**config.mk**
```make
export PLATFORM = sky130hd
export DESIGN_NAME = fol_cell
export DESIGN_NICKNAME = d
export VERILOG_FILES = /design/src/rtl/fol_pkg.sv /design/src/rtl/fol_cell.sv
export SDC_FILE = /design/constraint.sdc
export NUM_CORES = 1
export LEC_CHECK = 0
export ABC_AREA = 1
export BUFFER_PORTS_ARGS = -buffer_cell sky130_fd_sc_hd__buf_2
export CAP_MARGIN = 30
export CORE_AREA = 2 2 157 159
export DETAILED_ROUTE_END_ITERATION = 8
export DIE_AREA = 0 0 159 161
export GPL_TIMING_DRIVEN = 0
export HOLD_SLACK_MARGIN = 0.05
export PLACE_DENSITY = 0.54
export SLEW_MARGIN = 20
export SYNTH_ARGS = -nofsm -noshare
export SYNTH_HDL_FRONTEND = slang
export SYNTH_SLANG_ARGS = --single-unit
```
**constraint.sdc**
```tcl
create_clock -name clk -period 7 [get_ports clk]
set_clock_uncertainty 0.1 [all_clocks]
set_input_delay 0.7 -clock clk [delete_from_list [all_inputs] [get_ports clk]]
set_output_delay 0.7 -clock clk [all_outputs]
set_load 0.05 [all_outputs]
```
**src/rtl/fol_pkg.sv**
```systemverilog
package fol_pkg;

    // Input opcodes
    localparam logic [1:0] OPC_LOAD   = 2'd0;
    localparam logic [1:0] OPC_ACCESS = 2'd1;
    localparam logic [1:0] OPC_DUMP   = 2'd2;

    // Result status codes
    localparam logic [1:0] STS_OK    = 2'd0;
    localparam logic [1:0] STS_MISS  = 2'd1;
    localparam logic [1:0] STS_FULL  = 2'd2;
    localparam logic [1:0] STS_EMPTY = 2'd3;

    // Most results one dump gives
    localparam int MAX_OUT = 64;

    typedef enum logic [2:0] {
        ST_IDLE,
        ST_FIND,
        ST_SEEK,
        ST_PLACE,
        ST_DUMP
    } state_t;

    // What the whole chain does in one cycle
    typedef enum logic [1:0] {
        OP_HOLD,
        OP_ROTATE,
        OP_LOAD,
        OP_PLACE
    } chain_op_t;

    // Where one cell takes its next entry from
    typedef enum logic [2:0] {
        CMD_HOLD,
        CMD_FROM_PREV,
        CMD_FROM_NEXT,
        CMD_FROM_HEAD,
        CMD_FROM_NEW
    } cell_cmd_t;

    typedef struct packed {
        logic        valid;
        logic [1:0]  status;
        logic [31:0] value;
        logic [15:0] count;
        logic [5:0]  position;
        logic        last;
    } result_t;

endpackage

```
**src/rtl/fol_cell.sv**
```systemverilog
module fol_cell #(
    parameter int COUNT_WIDTH = 16
) (
    input  logic                    clk,
    input  fol_pkg::cell_cmd_t      cmd,
    input  logic [31:0]             prev_value,
    input  logic [COUNT_WIDTH-1:0]  prev_count,
    input  logic [31:0]             prev_stamp,
    input  logic [31:0]             next_value,
    input  logic [COUNT_WIDTH-1:0]  next_count,
    input  logic [31:0]             next_stamp,
    input  logic [31:0]             head_value,
    input  logic [COUNT_WIDTH-1:0]  head_count,
    input  logic [31:0]             head_stamp,
    input  logic [31:0]             new_value,
    input  logic [COUNT_WIDTH-1:0]  new_count,
    input  logic [31:0]             new_stamp,
    output logic [31:0]             value,
    output logic [COUNT_WIDTH-1:0]  count,
    output logic [31:0]             stamp
);

    logic [31:0]            value_reg, value_next;
    logic [COUNT_WIDTH-1:0] count_reg, count_next;
    logic [31:0]            stamp_reg, stamp_next;

    // Pick the source of this slot's entry
    always_comb
    begin
        value_next = value_reg;
        count_next = count_reg;
        stamp_next = stamp_reg;
        unique case (cmd)
            fol_pkg::CMD_HOLD:
            begin
                value_next = value_reg;
            end
            fol_pkg::CMD_FROM_PREV:
            begin
                value_next = prev_value;
                count_next = prev_count;
                stamp_next = prev_stamp;
            end
            fol_pkg::CMD_FROM_NEXT:
            begin
                value_next = next_value;
                count_next = next_count;
                stamp_next = next_stamp;
            end
            fol_pkg::CMD_FROM_HEAD:
            begin
                value_next = head_value;
                count_next = head_count;
                stamp_next = head_stamp;
            end
            fol_pkg::CMD_FROM_NEW:
            begin
                value_next = new_value;
                count_next = new_count;
                stamp_next = new_stamp;
            end
            default:
            begin
                value_next = value_reg;
            end
        endcase
    end

    // Hold the entry
    always_ff @(posedge clk)
    begin
        value_reg <= value_next;
        count_reg <= count_next;
        stamp_reg <= stamp_next;
    end

    assign value = value_reg;
    assign count = count_reg;
    assign stamp = stamp_reg;

endmodule

```
==> metrics <==
required time worst endpoint=6.92 ns; CP top delay family=simple AND/OR/NAND/NOR gates; first drt pass iteration count=7; sequential-to-total area share from yosys stat=43.21%; Max stage delay on crit path=0.57 ns; CP max FO=42; starting density of the core=23.20%; Remaining DRCs=0; Avg Cell Area, Syn=6.984 um^2; fmax=0.2981 GHz; crit start category=primary input; Num CTS Buffers=9; actual slew at the worst max-slew pin=0.7106 ns; GR Overflow Total=0; row count=57; hold crit path type=in -> reg; clk sinks=80; Post-CTS Setup Inserts=0; Post-DP HPWL=a little under 20,000 um; normalized max-slew margin=between 50 and 60%; IO Port Bufs=between 400 and 500; Routed WL per cell=16.31 um; cts hold-fix bufs=0; global-route wire length before repair=about 37,000 um; Post-Syn Nets=approximately 1.1k; fin. max-slew vios=0; RSZ-0062 raised after global routing=false; Die Ht=161 um; worst vdd ir=0.08334 mV; Post-CTS Resized=0; worst path bufs/invs=3; final hold violation count=0; CTS Root Cell=clkbuf_16; layout cell share with drive strength beyond 1=37.20%; Area Overhead vs Synth=49.79%; Via density=4.544; FILL cells=between 2k and 3k; FF/Latch Area=0.002402 mm^2; pin count of the biggest net entering global routing=43; period utilization=47.92%; Placed Cells=1,523; post-synthesis cell area=0.005559 mm^2; status=complete, no violations; worst path cell trace=buf_2 -> nor2_2 -> nand2_1 -> clkbuf_1 -> nand2_4 -> buf_16; TritonCTS clock tree=done; Detailed Route Iter0 Violations=519; vias in the first global route=approximately 6.6k; slowest stage cell, crit path=nand2_1; antenna-violating nets left=0; DR vias=6,998; area of the multi-input gates=0.002542 mm^2; final setup fails=0; gr usage total=a little under a fifth; setup_tns=0 ns; Layout Nets=about 1.5k; initial antenna violation count=1; Layout Cells excl Fill=1,540; I/O pins=404; CORE AREA=0.02396 mm^2; pwr/cell area=just over 200 mW/mm^2; final WL=25,120 um; Arrival @ worst endpoint=about 3.3 ns; Final GP Congestion=0.9067; depth of the CTS H-tree=3; Critical Path End Type=flop; Syn Inst Count=between 700 and 800; full die area=between 0.02 and 0.03 mm^2; Final Critical Period=3.354 ns; MaxCap Viol Count=0; Worst Path Class, Setup=in -> reg; Reg clk slew, reported paths=about 0.07 ns; Yosys reg bits=80; Netlist cell types=15; P_leak=0.004591 uW; Die Span X=159 um; number of synthesis warnings=0; CTS max path bufs=2
## cells in the mapped netlist
cell type	number	share of area, %
buf_1	14	0.95
buf_2	23	2.1
buf_4	8	1.1
clkbuf_1	24	1.6
edfxtp_1	80	43
inv_1	80	5.4
inv_2	1	0.067
nand2_1	162	11
nand2_2	1	0.11
nand3_1	160	14
nand3b_1	1	0.14
nand4_1	80	9.0
nor2_1	160	11
nor2_2	1	0.11
o21ai_0	1	0.090
## report_power, final
group	leakage (uW)	internal, uW	switching [uW]
Combinational	0.00367	160	409
Clock	0.000146	311	204
Sequential	0.000773	604	14.8
## metrics by stage
stage	power, uW	cell area [um^2]	utilization, %	worst slack [ns]	hold WS [ns]
finish	1703	8327	34.75	3.646	0.5536
global route	1782	8327	34.75	3.443	0.5416
CTS	1721	8324	34.74	3.539	0.5344
floorplan	991.2	5559	-	3.396	0.8134
detailed placement	1200	8011	33.43	3.182	0.9009
global placement	1199	7976	33.29	1.159	0.8985
## layout make-up
type | instances | area share, %
multi-input combinational | 566 | 30.53
sequential | 80 | 28.85
timing repair buffer | 403 | 24.49
tap | 324 | 4.869
buffer | 69 | 3.817
inverter | 81 | 3.651
clock buffer | 10 | 2.750
clock inverter | 6 | 1.007
antenna | 1 | 0.03005
## tightest hold or removal path: cells and delay by family
kind                   cells  cell delay, ns
AND/OR/NAND/NOR            2            0.12
buffers and inverters      1            0.08
## cell families (layout without fill, tap and decap cells)
kind of cell | after synthesis | count (layout) | share of synthesized area (%)
buffers and inverters | 150 | 569 | 11.19
other | 0 | 1 | 0
and+or+nand+nor | 565 | 565 | 45.51
AOI/OAI and AO/OA | 1 | 1 | 0.08994
DFF | 80 | 80 | 43.21
## final timing paths
check / from / cells past startpoint / endpoint
hold / removal: prev_count[15] / 3 / count[15]$_DFFE_PP_
setup / recovery: cmd[1] / 6 / value[16]$_DFFE_PP_
## cells in the final DEF, fill, tap and decap left out, types with 8 or more instances in the layout
| cell | count |
|---|---|
| buf_2 | 425 |
| nand2_1 | 161 |
| nor2_1 | 160 |
| nand3_1 | 160 |
| inv_1 | 80 |
| nand4_1 | 80 |
| edfxtp_1 | 80 |
| clkbuf_1 | 25 |
| buf_1 | 14 |
| clkbuf_16 | 9 |
| buf_4 | 8 |
## layer usage
layer	global-route usage, %	part of all wire [%]	wire length (um)	vias up
met5	0	0	0	-
met4	5.826	2.3	587	0
met3	4.520	7.3	1827	40
met2	32.47	49	12380	320
met1	23.18	41	10320	3160
li1	-	-	-	3478
(Power assumes the default switching activity.)
