$ cat src/rtl/fol_pkg.sv
package fol_pkg;

    // Input opcodes
    localparam logic [1:0] OPC_LOAD   = 2'd0;
    localparam logic [1:0] OPC_ACCESS = 2'd1;
    localparam logic [1:0] OPC_DUMP   = 2'd2;

    // Result status codes
    localparam logic [1:0] STS_OK    = 2'd0;
    localparam logic [1:0] STS_MISS  = 2'd1;
    localparam logic [1:0] STS_FULL  = 2'd2;
    localparam logic [1:0] STS_EMPTY = 2'd3;

    // Most results one dump gives
    localparam int MAX_OUT = 64;

    typedef enum logic [2:0] {
        ST_IDLE,
        ST_FIND,
        ST_SEEK,
        ST_PLACE,
        ST_DUMP
    } state_t;

    // What the whole chain does in one cycle
    typedef enum logic [1:0] {
        OP_HOLD,
        OP_ROTATE,
        OP_LOAD,
        OP_PLACE
    } chain_op_t;

    // Where one cell takes its next entry from
    typedef enum logic [2:0] {
        CMD_HOLD,
        CMD_FROM_PREV,
        CMD_FROM_NEXT,
        CMD_FROM_HEAD,
        CMD_FROM_NEW
    } cell_cmd_t;

    typedef struct packed {
        logic        valid;
        logic [1:0]  status;
        logic [31:0] value;
        logic [15:0] count;
        logic [5:0]  position;
        logic        last;
    } result_t;

endpackage

$ cat src/rtl/fol_ctrl.sv
module fol_ctrl #(
    parameter int LIST_DEPTH  = 64,
    parameter int COUNT_WIDTH = 16,
    parameter int IW          = 6,
    parameter int UW          = 7
) (
    input  logic                    clk,
    input  logic                    rst_n,
    input  logic                    start,
    input  logic [1:0]              opcode,
    input  logic [31:0]             item_value,
    output logic                    busy,
    input  logic [31:0]             head_value,
    input  logic [COUNT_WIDTH-1:0]  head_count,
    input  logic [31:0]             head_stamp,
    input  logic [COUNT_WIDTH-1:0]  second_count,
    input  logic [31:0]             second_stamp,
    output fol_pkg::chain_op_t      chain_op,
    output logic [UW-1:0]           used,
    output logic [IW-1:0]           f_idx,
    output logic [IW-1:0]           p_idx,
    output logic [31:0]             new_value,
    output logic [COUNT_WIDTH-1:0]  new_count,
    output logic [31:0]             new_stamp,
    output fol_pkg::result_t        result
);

    fol_pkg::state_t        state_reg, state_next;
    logic [UW-1:0]          used_reg, used_next;
    logic [31:0]            seq_reg, seq_next;
    logic [IW-1:0]          k_reg, k_next;
    logic [IW-1:0]          f_reg, f_next;
    logic [IW-1:0]          p_reg, p_next;
    logic                   found_reg, found_next;
    logic                   placed_reg, placed_next;
    logic [31:0]            key_reg, key_next;
    logic [COUNT_WIDTH-1:0] c_reg, c_next;
    logic [31:0]            s_reg, s_next;
    fol_pkg::result_t       result_reg, result_next;

    logic [31:0]            k32, n32, f32, lim32;
    logic                   k_last;
    logic                   hit;
    logic [IW-1:0]          f_now;
    logic [COUNT_WIDTH-1:0] cand_count;
    logic [31:0]            cand_stamp;
    logic                   cand_fail;

    assign k32    = 32'(k_reg);
    assign n32    = 32'(used_reg);
    assign f32    = 32'(f_reg);
    assign lim32  = (n32 < 32'(fol_pkg::MAX_OUT)) ? n32 : 32'(fol_pkg::MAX_OUT);
    assign k_last = (k32 + 32'd1 == n32);

    // Head comparison while the list rotates
    assign hit   = !found_reg && (head_value == key_reg);
    assign f_now = found_reg ? f_reg : k_reg;

    // Entry at compacted position k: skip the one being moved
    assign cand_count = (k32 < f32) ? head_count : second_count;
    assign cand_stamp = (k32 < f32) ? head_stamp : second_stamp;
    assign cand_fail  = !((c_reg < cand_count) ||
                          ((c_reg == cand_count) && (s_reg >= cand_stamp)));

    // Next state, chain command and result
    always_comb
    begin
        state_next  = state_reg;
        used_next   = used_reg;
        seq_next    = seq_reg;
        k_next      = k_reg;
        f_next      = f_reg;
        p_next      = p_reg;
        found_next  = found_reg;
        placed_next = placed_reg;
        key_next    = key_reg;
        c_next      = c_reg;
        s_next      = s_reg;
        result_next = '0;
        chain_op    = fol_pkg::OP_HOLD;
        new_value   = key_reg;
        new_count   = c_reg;
        new_stamp   = s_reg;

        unique case (state_reg)
            fol_pkg::ST_IDLE:
            begin
                if (start)
                begin
                    unique case (opcode)
                        fol_pkg::OPC_LOAD:
                        begin
                            result_next.valid = 1'b1;
                            result_next.value = item_value;
                            result_next.last  = 1'b1;
                            if (n32 >= 32'(LIST_DEPTH))
                            begin
                                result_next.status = fol_pkg::STS_FULL;
                            end
                            else
                            begin
                                chain_op             = fol_pkg::OP_LOAD;
                                new_value            = item_value;
                                new_count            = '0;
                                new_stamp            = '0;
                                used_next            = UW'(n32 + 32'd1);
                                result_next.status   = fol_pkg::STS_OK;
                                result_next.position = 6'(used_reg);
                            end
                        end
                        fol_pkg::OPC_ACCESS:
                        begin
                            if (used_reg == '0)
                            begin
                                result_next.valid  = 1'b1;
                                result_next.status = fol_pkg::STS_MISS;
                                result_next.value  = item_value;
                                result_next.last   = 1'b1;
                            end
                            else
                            begin
                                key_next   = item_value;
                                k_next     = '0;
                                found_next = 1'b0;
                                state_next = fol_pkg::ST_FIND;
                            end
                        end
                        fol_pkg::OPC_DUMP:
                        begin
                            if (used_reg == '0)
                            begin
                                result_next.valid  = 1'b1;
                                result_next.status = fol_pkg::STS_EMPTY;
                                result_next.last   = 1'b1;
                            end
                            else
                            begin
                                k_next     = '0;
                                state_next = fol_pkg::ST_DUMP;
                            end
                        end
                        default:
                        begin
                            state_next = fol_pkg::ST_IDLE;
                        end
                    endcase
                end
            end

            fol_pkg::ST_FIND:
            begin
                chain_op = fol_pkg::OP_ROTATE;
                // Take the first hit and work out its new count and stamp
                if (hit)
                begin
                    found_next = 1'b1;
                    f_next     = k_reg;
                    c_next     = (head_count == '1) ? head_count
                                                    : head_count + COUNT_WIDTH'(1);
                    if (head_count == '0)
                    begin
                        s_next   = seq_reg;
                        seq_next = (seq_reg == '1) ? seq_reg : seq_reg + 32'd1;
                    end
                    else
                    begin
                        s_next = head_stamp;
                    end
                end
                if (k_last)
                begin
                    k_next = '0;
                    if (found_reg || hit)
                    begin
                        if (f_now == '0)
                        begin
                            p_next     = '0;
                            state_next = fol_pkg::ST_PLACE;
                        end
                        else
                        begin
                            placed_next = 1'b0;
                            state_next  = fol_pkg::ST_SEEK;
                        end
                    end
                    else
                    begin
                        result_next.valid  = 1'b1;
                        result_next.status = fol_pkg::STS_MISS;
                        result_next.value  = key_reg;
                        result_next.last   = 1'b1;
                        state_next         = fol_pkg::ST_IDLE;
                    end
                end
                else
                begin
                    k_next = k_reg + IW'(1);
                end
            end

            fol_pkg::ST_SEEK:
            begin
                chain_op = fol_pkg::OP_ROTATE;
                // Stop at the first entry the moved one may not pass
                if (!placed_reg && (k32 + 32'd2 <= n32) && cand_fail)
                begin
                    placed_next = 1'b1;
                    p_next      = k_reg;
                end
                if (k_last)
                begin
                    k_next     = '0;
                    state_next = fol_pkg::ST_PLACE;
                    if (!placed_reg)
                    begin
                        p_next = k_reg;
                    end
                end
                else
                begin
                    k_next = k_reg + IW'(1);
                end
            end

            fol_pkg::ST_PLACE:
            begin
                chain_op             = fol_pkg::OP_PLACE;
                result_next.valid    = 1'b1;
                result_next.status   = fol_pkg::STS_OK;
                result_next.value    = key_reg;
                result_next.count    = 16'(c_reg);
                result_next.position = 6'(p_reg);
                result_next.last     = 1'b1;
                state_next           = fol_pkg::ST_IDLE;
            end

            fol_pkg::ST_DUMP:
            begin
                chain_op = fol_pkg::OP_ROTATE;
                // Emit the head entry while within the output limit
                if (k32 < lim32)
                begin
                    result_next.valid    = 1'b1;
                    result_next.status   = fol_pkg::STS_OK;
                    result_next.value    = head_value;
                    result_next.count    = 16'(head_count);
                    result_next.position = 6'(k_reg);
                    result_next.last     = (k32 + 32'd1 == lim32);
                end
                if (k_last)
                begin
                    k_next     = '0;
                    state_next = fol_pkg::ST_IDLE;
                end
                else
                begin
                    k_next = k_reg + IW'(1);
                end
            end

            default:
            begin
                state_next = fol_pkg::ST_IDLE;
            end
        endcase
    end

    // Control state
    always_ff @(posedge clk or negedge rst_n)
    begin
        if (!rst_n)
        begin
            state_reg  <= fol_pkg::ST_IDLE;
            used_reg   <= '0;
            seq_reg    <= '0;
            found_reg  <= 1'b0;
            placed_reg <= 1'b0;
            result_reg <= '0;
        end
        else
        begin
            state_reg  <= state_next;
            used_reg   <= used_next;
            seq_reg    <= seq_next;
            found_reg  <= found_next;
            placed_reg <= placed_next;
            result_reg <= result_next;
        end
    end

    // Working payload
    always_ff @(posedge clk)
    begin
        k_reg   <= k_next;
        f_reg   <= f_next;
        p_reg   <= p_next;
        key_reg <= key_next;
        c_reg   <= c_next;
        s_reg   <= s_next;
    end

    assign busy   = (state_reg != fol_pkg::ST_IDLE);
    assign used   = used_reg;
    assign f_idx  = f_reg;
    assign p_idx  = p_reg;
    assign result = result_reg;

    a_used_bound: assert property (@(posedge clk) disable iff (!rst_n)
        32'(used_reg) <= 32'(LIST_DEPTH))
        else $error("fill count above list depth");

    a_busy_nonempty: assert property (@(posedge clk) disable iff (!rst_n)
        (state_reg != fol_pkg::ST_IDLE) |-> (used_reg != '0))
        else $error("working on an empty list");

    a_seek_not_head: assert property (@(posedge clk) disable iff (!rst_n)
        (state_reg == fol_pkg::ST_SEEK) |-> (f_reg != '0))
        else $error("seeking a place for the head entry");

    a_place_once: assert property (@(posedge clk) disable iff (!rst_n)
        (state_reg == fol_pkg::ST_PLACE) |=> (state_reg == fol_pkg::ST_IDLE))
        else $error("placement did not finish the access");

    a_load_grows: assert property (@(posedge clk) disable iff (!rst_n)
        (start && !busy && (opcode == fol_pkg::OPC_LOAD) &&
         (32'(used_reg) < 32'(LIST_DEPTH)))
        |=> (32'(used_reg) == 32'($past(used_reg)) + 32'd1))
        else $error("load did not grow the list");

endmodule

$ cat config.mk
export PLATFORM = sky130hd
export DESIGN_NAME = fol_ctrl
export DESIGN_NICKNAME = d
export VERILOG_FILES = /design/src/rtl/fol_pkg.sv /design/src/rtl/fol_ctrl.sv
export SDC_FILE = /design/constraint.sdc
export NUM_CORES = 1
export LEC_CHECK = 0
export ABC_AREA = 1
export BUFFER_PORTS_ARGS = -buffer_cell sky130_fd_sc_hd__buf_4
export CORE_ASPECT_RATIO = 0.75
export CORE_MARGIN = 5
export CORE_UTILIZATION = 30
export CTS_CLUSTER_SIZE = 16
export DETAILED_ROUTE_END_ITERATION = 6
export PLACE_DENSITY_LB_ADDON = 0.15
export SLEW_MARGIN = 0
export SYNTH_ARGS = -nofsm -noshare
export SYNTH_HDL_FRONTEND = slang
export SYNTH_SLANG_ARGS = --single-unit
$ cat constraint.sdc
create_clock -name clk -period 4.9 [get_ports clk]
set_input_delay 0.245 -clock clk [delete_from_list [all_inputs] [get_ports clk]]
set_output_delay 0.245 -clock clk [all_outputs]
set_load 0.03 [all_outputs]
==> flow_summary.yaml, run 1 <==
sta:
  slew_headroom_pct: 25.9
  tns_ns: 0
  slew_violations: 0
  final_hold_viol_count: 0
  rsz0062_at_grt: "false"
  max_freq_mhz: 238
  period_share_pct: 85.9
  period_needed_ns: 4.21
  worst_slew_pin_slew_ns: 1.11
  finClkSkew_ns: 0.0131
  finalSetupViolCount: 0
final_layout:
  drive_gt1_share_pct: 22.7
  largest_register_ffs: 58
  layout.nets: 2251
  seqCellArea_um2: 5500
  num-fill-cells: 4475
  syn2layout_area_growth_pct: 32.1
  multi_input_area_um2: 6650
  fin_util_pct: 40.1
worst_setup_path:
  arrival_ns: 4.44
  critPathTopFamily: "simple AND/OR/NAND/NOR gates"
  end_kind: "register"
  critical_path_required_ns: 5.13
  crit_buf_inv: 4
  crit_start: "f_idx[5]"
  critPathLaunchType: "register"
  rr_startpoint: "f_idx[5]"
  worstSetupPathType: "reg2reg"
  path_depth: 23
  crit_chain: "inv_1 -> ha_1 -> nand2_1 -> o211ai_1 -> buf_12 -> mux2i_1 -> ha_1 -> nand2_1 -> inv_1 -> nand2_1 -> nand2_1 -> nand2_1 -> nand2_1 -> nor2_1 -> nand2_1 -> nand2_1 -> nand2_1 -> nand2_1 -> nand3_1 -> nand2_1 -> nand3_1 -> nand2_1 -> inv_1"
  regToRegEndpoint: "p_idx[4]"
  cp_common_cell: "nand2_1"
  max_stage_delay_ns: 0.83
  cpMaxStageDelayCell: "o211ai_1"
  r2r_cells: 23
  endpoint: "p_idx[4]"
  reg2reg_setup_slack_ns: 0.69
  cp_max_fo: 13
synth:
  synth_nets: 1885
  ys_seq_area_share_pct: 41.7
  synthDominantCellAreaShare_pct: 22.3
  yosysMostFrequentCell: "nand2_1"
  yosysWarnings: 0
  synthArstFlopShare_pct: 51.0
  ys.flop_type: "dfrtp_1"
  synth.cell_area_um2: 13200
  ys_ff_latch: 200
  synth_cell_types: 54
  avgSynthCellArea_um2: 8.02
  yosysTopAreaCell: "edfxtp_1"
  synthTopCellsByCount: "470 x nand2_1, 191 x inv_1, 151 x nor2_1"
  synthTopCellsByArea: "edfxtp_1 22%, dfrtp_1 19%, nand2_1 13%, ha_1 7.3%, inv_1 5.4%"
  synthCells: 1643
  synth_enable_flop_cells: 98
power:
  p_switching_uw: 841
  ir_worst_vdd_uv: 272
  swShare_pct: 23.1
  leakagePower_nw: 8.71
  clock_power_share_pct: 43.1
  seqPwrFrac_pct: 48.3
  comb_power_share_pct: 8.6
  internal_power_mw: 2.80
  power_density_nw_per_um2: 209
clocking:
  clock_sinks: 200
  cts_buffer_depth: 2
  cts-buffers-inserted: 17
  post-cts-setup-buffers: 0
  cts-root-buf: "clkbuf_16"
  htree_levels: 4
  clkTransAtPathRegs_ns: 0.08
  cts_tree: "yes"
  clkLatencyLatePin_ns: 0.47
drt:
  drc_errors: 0
  ant_nets: 0
  post_drt_via_cell_ratio: 4.78
  vias: 12400
  drt-total-wl_um: 48500
  wl_per_cell_um: 18.6
  drt_iter0_drc: 810
  drt_first_pass_iters: 7
min_path:
  hp-class: "in2reg"
outcome:
  status: "complete, no violations"
floorplanning:
  start_util_pct: 30.4
  rows: 66
  core_area_um2: 43400
  die_h_um: 191
  die_w_um: 252
  io_pins: 325
  die-area_um2: 48200
place:
  routabilityCongestion: 0.915
  port_buffers: 324
  dpl.hpwl_um: 37000
grt:
  grt_max_degree: 67
  overflow: 0
  groute.usage.overall_pct: 19.6
  antenna_found_initial: 1
  grt_pass1_wl_um: 73800
  first_global_vias: 12500
job:
  cap_violations: 0
==> metal layers <==
metal / track usage (%) / share of wire (%) / wire length [um]
met1: 27.1 / 46 / 22500
met2: 32.0 / 47 / 22800
met3: 3.48 / 4.5 / 2200
met4: 5.30 / 2.1 / 997
met5: 0 / 0 / 0
==> power groups by stage <==
stage / sequential [mW] / clock (mW) / combinational [mW]
global placement: 1.80 / 0 / 0.279
detailed placement: 1.80 / 0 / 0.281
CTS: 1.76 / 1.60 / 0.317
floorplan: 1.80 / 0 / 0.0959
global route: 1.76 / 1.66 / 0.350
finish: 1.76 / 1.57 / 0.315
==> stage by stage <==
stage / hold slack [ns] / cells / cell area [um^2] / power (mW) / worst slack [ns]
4_1_cts: 0.00103 / 2600 / 17400 / 3.68 / 0.676
5_1_grt: 0.00995 / 2601 / 17400 / 3.77 / 0.325
6_report: 0.0239 / 2601 / 17400 / 3.64 / 0.691
2_1_floorplan: -0.0506 / 1643 / 13200 / 1.89 / 1.42
3_5_place_dp: 0.445 / 2517 / 16300 / 2.08 / 0.704
3_3_place_gp: 0.444 / 2517 / 16300 / 2.07 / 0.793
==> what timing repair did <==
| action | CTS | global route |
|---|---|---|
| hold buffers | 51 | 0 |
| hold endpoints to repair | 89 | 0 |
| gates resized for setup | 0 | 0 |
==> cell type report <==
class	count	share of cell area, %
multi-input combinational	1192	38.2
antenna	1	0.0144
timing repair buffer	398	18.1
clock inverter	6	0.640
inverter	200	4.34
sequential	200	31.6
clock buffer	26	2.94
tap	578	4.15
==> placed cells by master, fill, tap and decap left out, types with 3 or more instances in the layout <==
master / netlist / layout
or2_0: 3 / 3
dlygate4sd3_1: 0 / 51
o21ai_0: 75 / 75
buf_12: 3 / 3
inv_1: 191 / 190
a21oi_1: 61 / 61
mux2i_1: 31 / 31
edfxtp_1: 98 / 98
dfrtp_1: 102 / 102
nor2_1: 151 / 150
nand3_1: 68 / 68
nand3_2: 32 / 32
nor3_1: 25 / 25
nand4_1: 33 / 33
clkbuf_1: 23 / 6
a21o_1: 4 / 4
buf_4: 3 / 344
nor2_4: 3 / 4
bufinv_16: 0 / 3
xnor2_1: 5 / 5
clkbuf_16: 0 / 19
nand2_2: 31 / 31
xor2_1: 57 / 57
nand2_1: 470 / 470
nor4_1: 12 / 11
and2_1: 3 / 3
ha_1: 77 / 77
inv_2: 6 / 7
o22ai_1: 18 / 18
a22oi_1: 5 / 5
==> tightest hold or removal path, cell delays in order <==
cell,delay [ns]
buf_4,0.09
nand2_1,0.05
nand3_1,0.08
==> kinds of logic after synthesis <==
logic type,after synthesis,synth area share [%]
AND/OR/NAND/NOR,841,28.8
buffers and inverters,251,7.89
flip-flops,200,41.7
AO/OA/AOI/OAI,179,7.59
adder cells (fa/ha/maj),77,7.31
XOR/XNOR,64,4.37
multiplexers,31,2.36
==> worst min-delay path by stage <==
stage,startpoint,to,slack [ns],cells past startpoint
after floorplan,rst_n,found_reg,-0.05,0
after global placement,item_value[2],key_reg[2],0.44,1
after detailed placement,item_value[27],key_reg[27],0.44,1
after CTS,head_value[30],result[53],0.001,3
after global routing,head_value[17],result[40],0.01,3
final,head_value[30],result[53],0.02,3
(Power assumes the default switching activity.)
==> run 2, diff against run 1 <==
- BUFFER_PORTS_ARGS: -buffer_cell sky130_fd_sc_hd__buf_4 -> -buffer_cell sky130_fd_sc_hd__buf_2
- SLEW_MARGIN: 0 -> 40
==> run 2 against run 1 <==
Via count is 0.70% lower. Worst hold slack better by 0.0055 ns. Critical endpoint unchanged. Non-clock buffer count is 24 lower. Maximum frequency hardly changed.
==> flow_summary.yaml, run 2 (synthesized netlist as in run 1, its figures left out) <==
grt:
  antenna_found_initial: 4
  grt_pass1_wl_um: 73100
  grt_max_degree: 70
  first_global_vias: 12600
  overflow: 0
  groute.usage.overall_pct: 19.3
clocking:
  post-cts-setup-buffers: 0
  cts-buffers-inserted: 17
  cts.repair.resized: 0
  cts_buffer_depth: 2
  postCtsHoldBufs: 33
  clkTransAtPathRegs_ns: 0.08
  cts_tree: "yes"
  clkLatencyLatePin_ns: 0.47
  clock_sinks: 200
  htree_levels: 4
  cts-root-buf: "clkbuf_16"
sta:
  period_needed_ns: 4.21
  max_freq_mhz: 238
  slew_headroom_pct: 51.6
  rsz0062_at_grt: "false"
  tns_ns: 0
  slew_violations: 0
  finClkSkew_ns: 0.0121
  finalSetupViolCount: 0
  final_hold_viol_count: 0
  worst_slew_pin_slew_ns: 0.726
  period_share_pct: 85.9
  finalWorstSetupSlack_ns: 0.690
worst_setup_path:
  reg2reg_setup_slack_ns: 0.69
  cpMaxStageDelayCell: "edfxtp_1"
  critical_path_required_ns: 5.24
  rr_startpoint: "k_reg[3]"
  regToRegEndpoint: "p_idx[4]"
  end_kind: "register"
  crit_chain: "ha_1 -> nand2_1 -> nor2_1 -> o21ai_0 -> o211ai_1 -> buf_12 -> mux2i_1 -> ha_1 -> nand2_1 -> nor3_1 -> and3_1 -> nand2_1 -> nand2_1 -> nand2_1 -> nand3_1 -> nand2_1 -> nand3_1 -> nand2_1 -> inv_1"
  max_stage_delay_ns: 0.63
  r2r_cells: 19
  cp_common_cell: "nand2_1"
  arrival_ns: 4.55
  worstSetupPathType: "reg2reg"
  cp_max_fo: 65
  critPathLaunchType: "register"
final_layout:
  final_common_cell: "nand2_1"
  num-fill-cells: 4522
  syn2layout_area_growth_pct: 24.7
  fin_cells: 2577
  largest_register_ffs: 58
  final_cell_mix: "469 x nand2_1, 323 x buf_2, 189 x inv_1"
  seqCellArea_um2: 5500
  multi_input_area_um2: 6660
  drive_gt1_share_pct: 23.2
  layout.nets: 2227
  fin_util_pct: 37.9
power:
  swShare_pct: 23.4
  seqPwrFrac_pct: 48.5
  clock_power_share_pct: 44.2
  leakagePower_nw: 8.40
  internal_power_mw: 2.78
  ir_worst_vdd_uv: 267
  comb_power_share_pct: 7.3
  power_density_nw_per_um2: 221
  p_switching_uw: 848
floorplanning:
  die_w_um: 252
  die-area_um2: 48200
  io_pins: 325
  rows: 66
  die_h_um: 191
  core_area_um2: 43400
  start_util_pct: 30.4
drt:
  drt_first_pass_iters: 5
  vias: 12300
  post_drt_via_cell_ratio: 4.79
  ant_nets: 0
  wl_per_cell_um: 18.4
  drt-total-wl_um: 47500
  drc_errors: 0
  drt_iter0_drc: 728
place:
  routabilityCongestion: 0.878
  dpl.hpwl_um: 36100
  port_buffers: 324
  dp_slack_ns: 0.778
  dpl.cell_count: 2511
job:
  cap_violations: 0
min_path:
  holdPathStages: 3
  hold_start: "head_value[21]"
  hp-class: "in2reg"
  hold_end: "result[44]"
outcome:
  status: "complete, no violations"
-- run 2: cell count changes in the layout (fill, tap and decap cells not counted), sizes merged --
cell / delta
bufinv: -1
dlygate4sd3: -18
inv: +2
buf: -6
clkinv: -1
-- run 2: cell type report --
class	count	area share (%)
clock buffers	26	3.42
multi-input cells	1192	40.5
flip-flops and latches	200	33.5
well taps	578	4.40
clock inverters	6	0.587
inverters	200	4.60
diodes	1	0.0152
repair buffers	374	13.0
-- run 2: power groups by stage --
stage,clock (mW),combinational (mW),sequential (mW)
6_report,1.60,0.265,1.76
5_1_grt,1.71,0.301,1.76
4_1_cts,1.65,0.268,1.76
3_5_place_dp,0,0.245,1.80
3_3_place_gp,0,0.241,1.80
2_1_floorplan,0,0.0959,1.80
-- run 2: per-stage QoR --
| stage | power [mW] | hold WS, ns | cell area, um^2 |
|---|---|---|---|
| floorplan | 1.89 | -0.0506 | 13200 |
| global placement | 2.04 | 0.456 | 15400 |
| detailed placement | 2.04 | 0.345 | 15400 |
| CTS | 3.68 | 0.00184 | 16400 |
| global route | 3.77 | 0.0133 | 16400 |
| finish | 3.63 | 0.0294 | 16400 |
-- run 2: critical path, delay by kind of cell (launching register included) --
| kind | cells | cell delay (ns) |
|---|---|---|
| compound gates | 2 | 0.22 |
| fa+ha+maj | 2 | 0.73 |
| buf+inv | 2 | 0.37 |
| flops | 1 | 0.63 |
| mux | 1 | 0.17 |
| simple gates | 12 | 1.85 |
-- run 2: worst max path at each step --
stage / cells after the start / startpoint / endpoint
4_1_cts: 19 / k_reg[3] / p_idx[0]
6_report: 19 / k_reg[3] / p_idx[4]
5_1_grt: 19 / k_reg[3] / p_idx[4]
3_5_place_dp: 19 / k_reg[3] / p_idx[0]
2_1_floorplan: 26 / f_idx[5] / p_idx[3]
3_3_place_gp: 19 / k_reg[3] / p_idx[3]
-- run 2: per-layer routing --
layer / routed length [um] / track usage, %
met1: 22200 / 26.9
met2: 22000 / 30.8
met3: 2330 / 4.01
met4: 857 / 4.95
met5: 33 / 0
==> run 3, diff against run 2 <==
- REMOVE_ABC_BUFFERS: not set -> 1
- SLEW_MARGIN: 40 -> not set
==> run 3 against run 2 <==
Combinational power hardly changed. Total power decreased by 3.2%. Die area is the same. Count of clock-buffer cells in the layout fell by 9. Sequential share of layout area grew 0.14 points. Routed wire length shrank 1.4%. Largest cell class unchanged. Cell count grew 0.23%. Design area is 0.42% lower. Sequential power hardly changed. Register-to-register slack worse by 0.11 ns. Clock power fell by 7%.
==> flow_summary.yaml, run 3 (synthesized netlist as in run 1, its figures left out) <==
grt:
  grt_pass1_wl_um: 71200
  overflow: 0
  groute.usage.overall_pct: 18.9
  grt_max_degree: 66
  antenna_found_initial: 11
  first_global_vias: 12200
clocking:
  cts-buffers-inserted: 17
  cts-root-buf: "clkbuf_16"
  htree_levels: 4
  cts.repair.resized: 0
  cts_buffer_depth: 2
  clkTransAtPathRegs_ns: 0.09
  clock_sinks: 200
  cts_tree: "yes"
  clkLatencyLatePin_ns: 0.46
sta:
  max_freq_mhz: 232
  final_hold_viol_count: 0
  worst_slew_pin_slew_ns: 1.11
  slew_violations: 0
  finClkSkew_ns: 0.0154
  finalSetupViolCount: 0
  hold_slack_ns: 0.0252
  slew_headroom_pct: 26.0
  rsz0062_at_grt: "false"
  period_needed_ns: 4.32
  period_share_pct: 88.1
outcome:
  status: "complete, no violations"
floorplanning:
  core_area_um2: 43400
  io_pins: 325
  die-area_um2: 48200
  start_util_pct: 30.4
  rows: 66
  die_h_um: 191
  die_w_um: 252
drt:
  drc_errors: 0
  drt_iter0_drc: 879
  wl_met1_um: 22900
  route.met3.wl_um: 2690
  drt-total-wl_um: 46800
  wl_met2_um: 20200
  top_layer_used: "met5"
  wl_per_cell_um: 18.1
  ant_nets: 0
  post_drt_via_cell_ratio: 4.77
  vias: 12300
  drt_first_pass_iters: 5
power:
  ir_worst_vdd_uv: 209
  leakagePower_nw: 8.36
  power_mw: 3.51
  power_density_nw_per_um2: 215
place:
  place_area_um2: 15400
  dpl.cell_count: 2509
  routabilityCongestion: 0.900
  port_buffers: 324
  dpl.hpwl_um: 35400
final_layout:
  layout.nets: 2229
  largest_register_ffs: 58
  drive_gt1_share_pct: 22.9
  final_common_cell: "nand2_1"
  stdcell_area_um2: 16400
  final_cell_mix: "470 x nand2_1, 323 x buf_2, 190 x inv_1"
  syn2layout_area_growth_pct: 24.1
  fin_cells: 2583
worst_setup_path:
  cpMaxStageDelayCell: "nor4_1"
  critPathLaunchType: "register"
  crit_chain: "ha_1 -> nand2_1 -> nor2_1 -> o21ai_0 -> o211ai_1 -> buf_12 -> a21oi_1 -> ha_1 -> nand2_1 -> nor2_1 -> nand2_1 -> nor4_1 -> nand2_1 -> nand3_1 -> nand2_1 -> nand3_1 -> nand2_1 -> inv_1"
  max_stage_delay_ns: 0.59
  critPathTopFamily: "simple AND/OR/NAND/NOR gates"
  end_kind: "register"
  arrival_ns: 4.66
  cp_common_cell: "nand2_1"
  crit_buf_inv: 2
  worstSetupPathType: "reg2reg"
  rr_startpoint: "k_reg[5]"
  cp_max_fo: 65
  critical_path_required_ns: 5.24
  crit_start: "k_reg[5]"
min_path:
  hold_start: "head_value[21]"
  hp-class: "in2reg"
job:
  cap_violations: 0
==> run 3: cell count changes in the layout (fill, tap and decap cells not counted), moves of 3 or more <==
cell and change:
clkbuf_8 -6, clkinv_8 +3, diode_2 +4, dlygate4sd3_1 +4, inv_8 +3
==> run 3: layout make-up <==
type                    instances  area (um^2)
flip-flops and latches        200         5500
clock inverters                15          169
diodes                          5         12.5
well taps                     578          723
multi-input cells            1192         6650
repair buffers                376         2120
clock buffers                  17          425
fillers                      4530        27000
inverters                     200          756
==> run 3: final timing paths <==
kind	end	slack, ns	cells past startpoint
hold / removal	result[44]	0.03	3
setup reg to reg	p_idx[0]	0.58	18
max in group asynchronous	result[8]	3.32	3
setup / recovery	p_idx[0]	0.58	18
hold reg to reg	seq_reg[31]	0.49	2
min in group asynchronous	result[21]	0.42	2
==> run 3: timing repair <==
action / 4_1_cts / 5_1_grt
setup buffers: 0 / 0
hold buffers: 37 / 0
setup endpoints to repair: 0 / 0
endpoints found under the hold margin: 95 / 0
==> run 3: worst min-delay path: stages <==
cell and delay, ns:
buf_2 0.09, nand2_1 0.06, nand3_2 0.06
==> run 3: stage by stage <==
stage | setup TNS (ns) | util, % | setup WS, ns
after floorplan | -9.79 | - | -1.42
after global placement | 0 | 35.5 | 0.767
after detailed placement | 0 | 35.5 | 0.704
after CTS | 0 | 37.7 | 0.676
after global routing | 0 | 37.7 | 0.223
final | 0 | 37.7 | 0.582
==> run 3: power breakdown <==
| part | internal [mW] | switching [mW] | total, mW |
|---|---|---|---|
| clock | 0.692 | 0.794 | 1.49 |
| combinational | 0.117 | 0.148 | 0.266 |
| sequential | 1.76 | 0 | 1.76 |
| total | 2.57 | 0.942 | 3.51 |
==> run 3: layer usage <==
layer / vias up / global-route usage (%)
met1: 5808 / 28.2
met5: - / 0
met3: 52 / 3.03
li1: 6066 / -
met2: 387 / 28.4
met4: 2 / 5.24
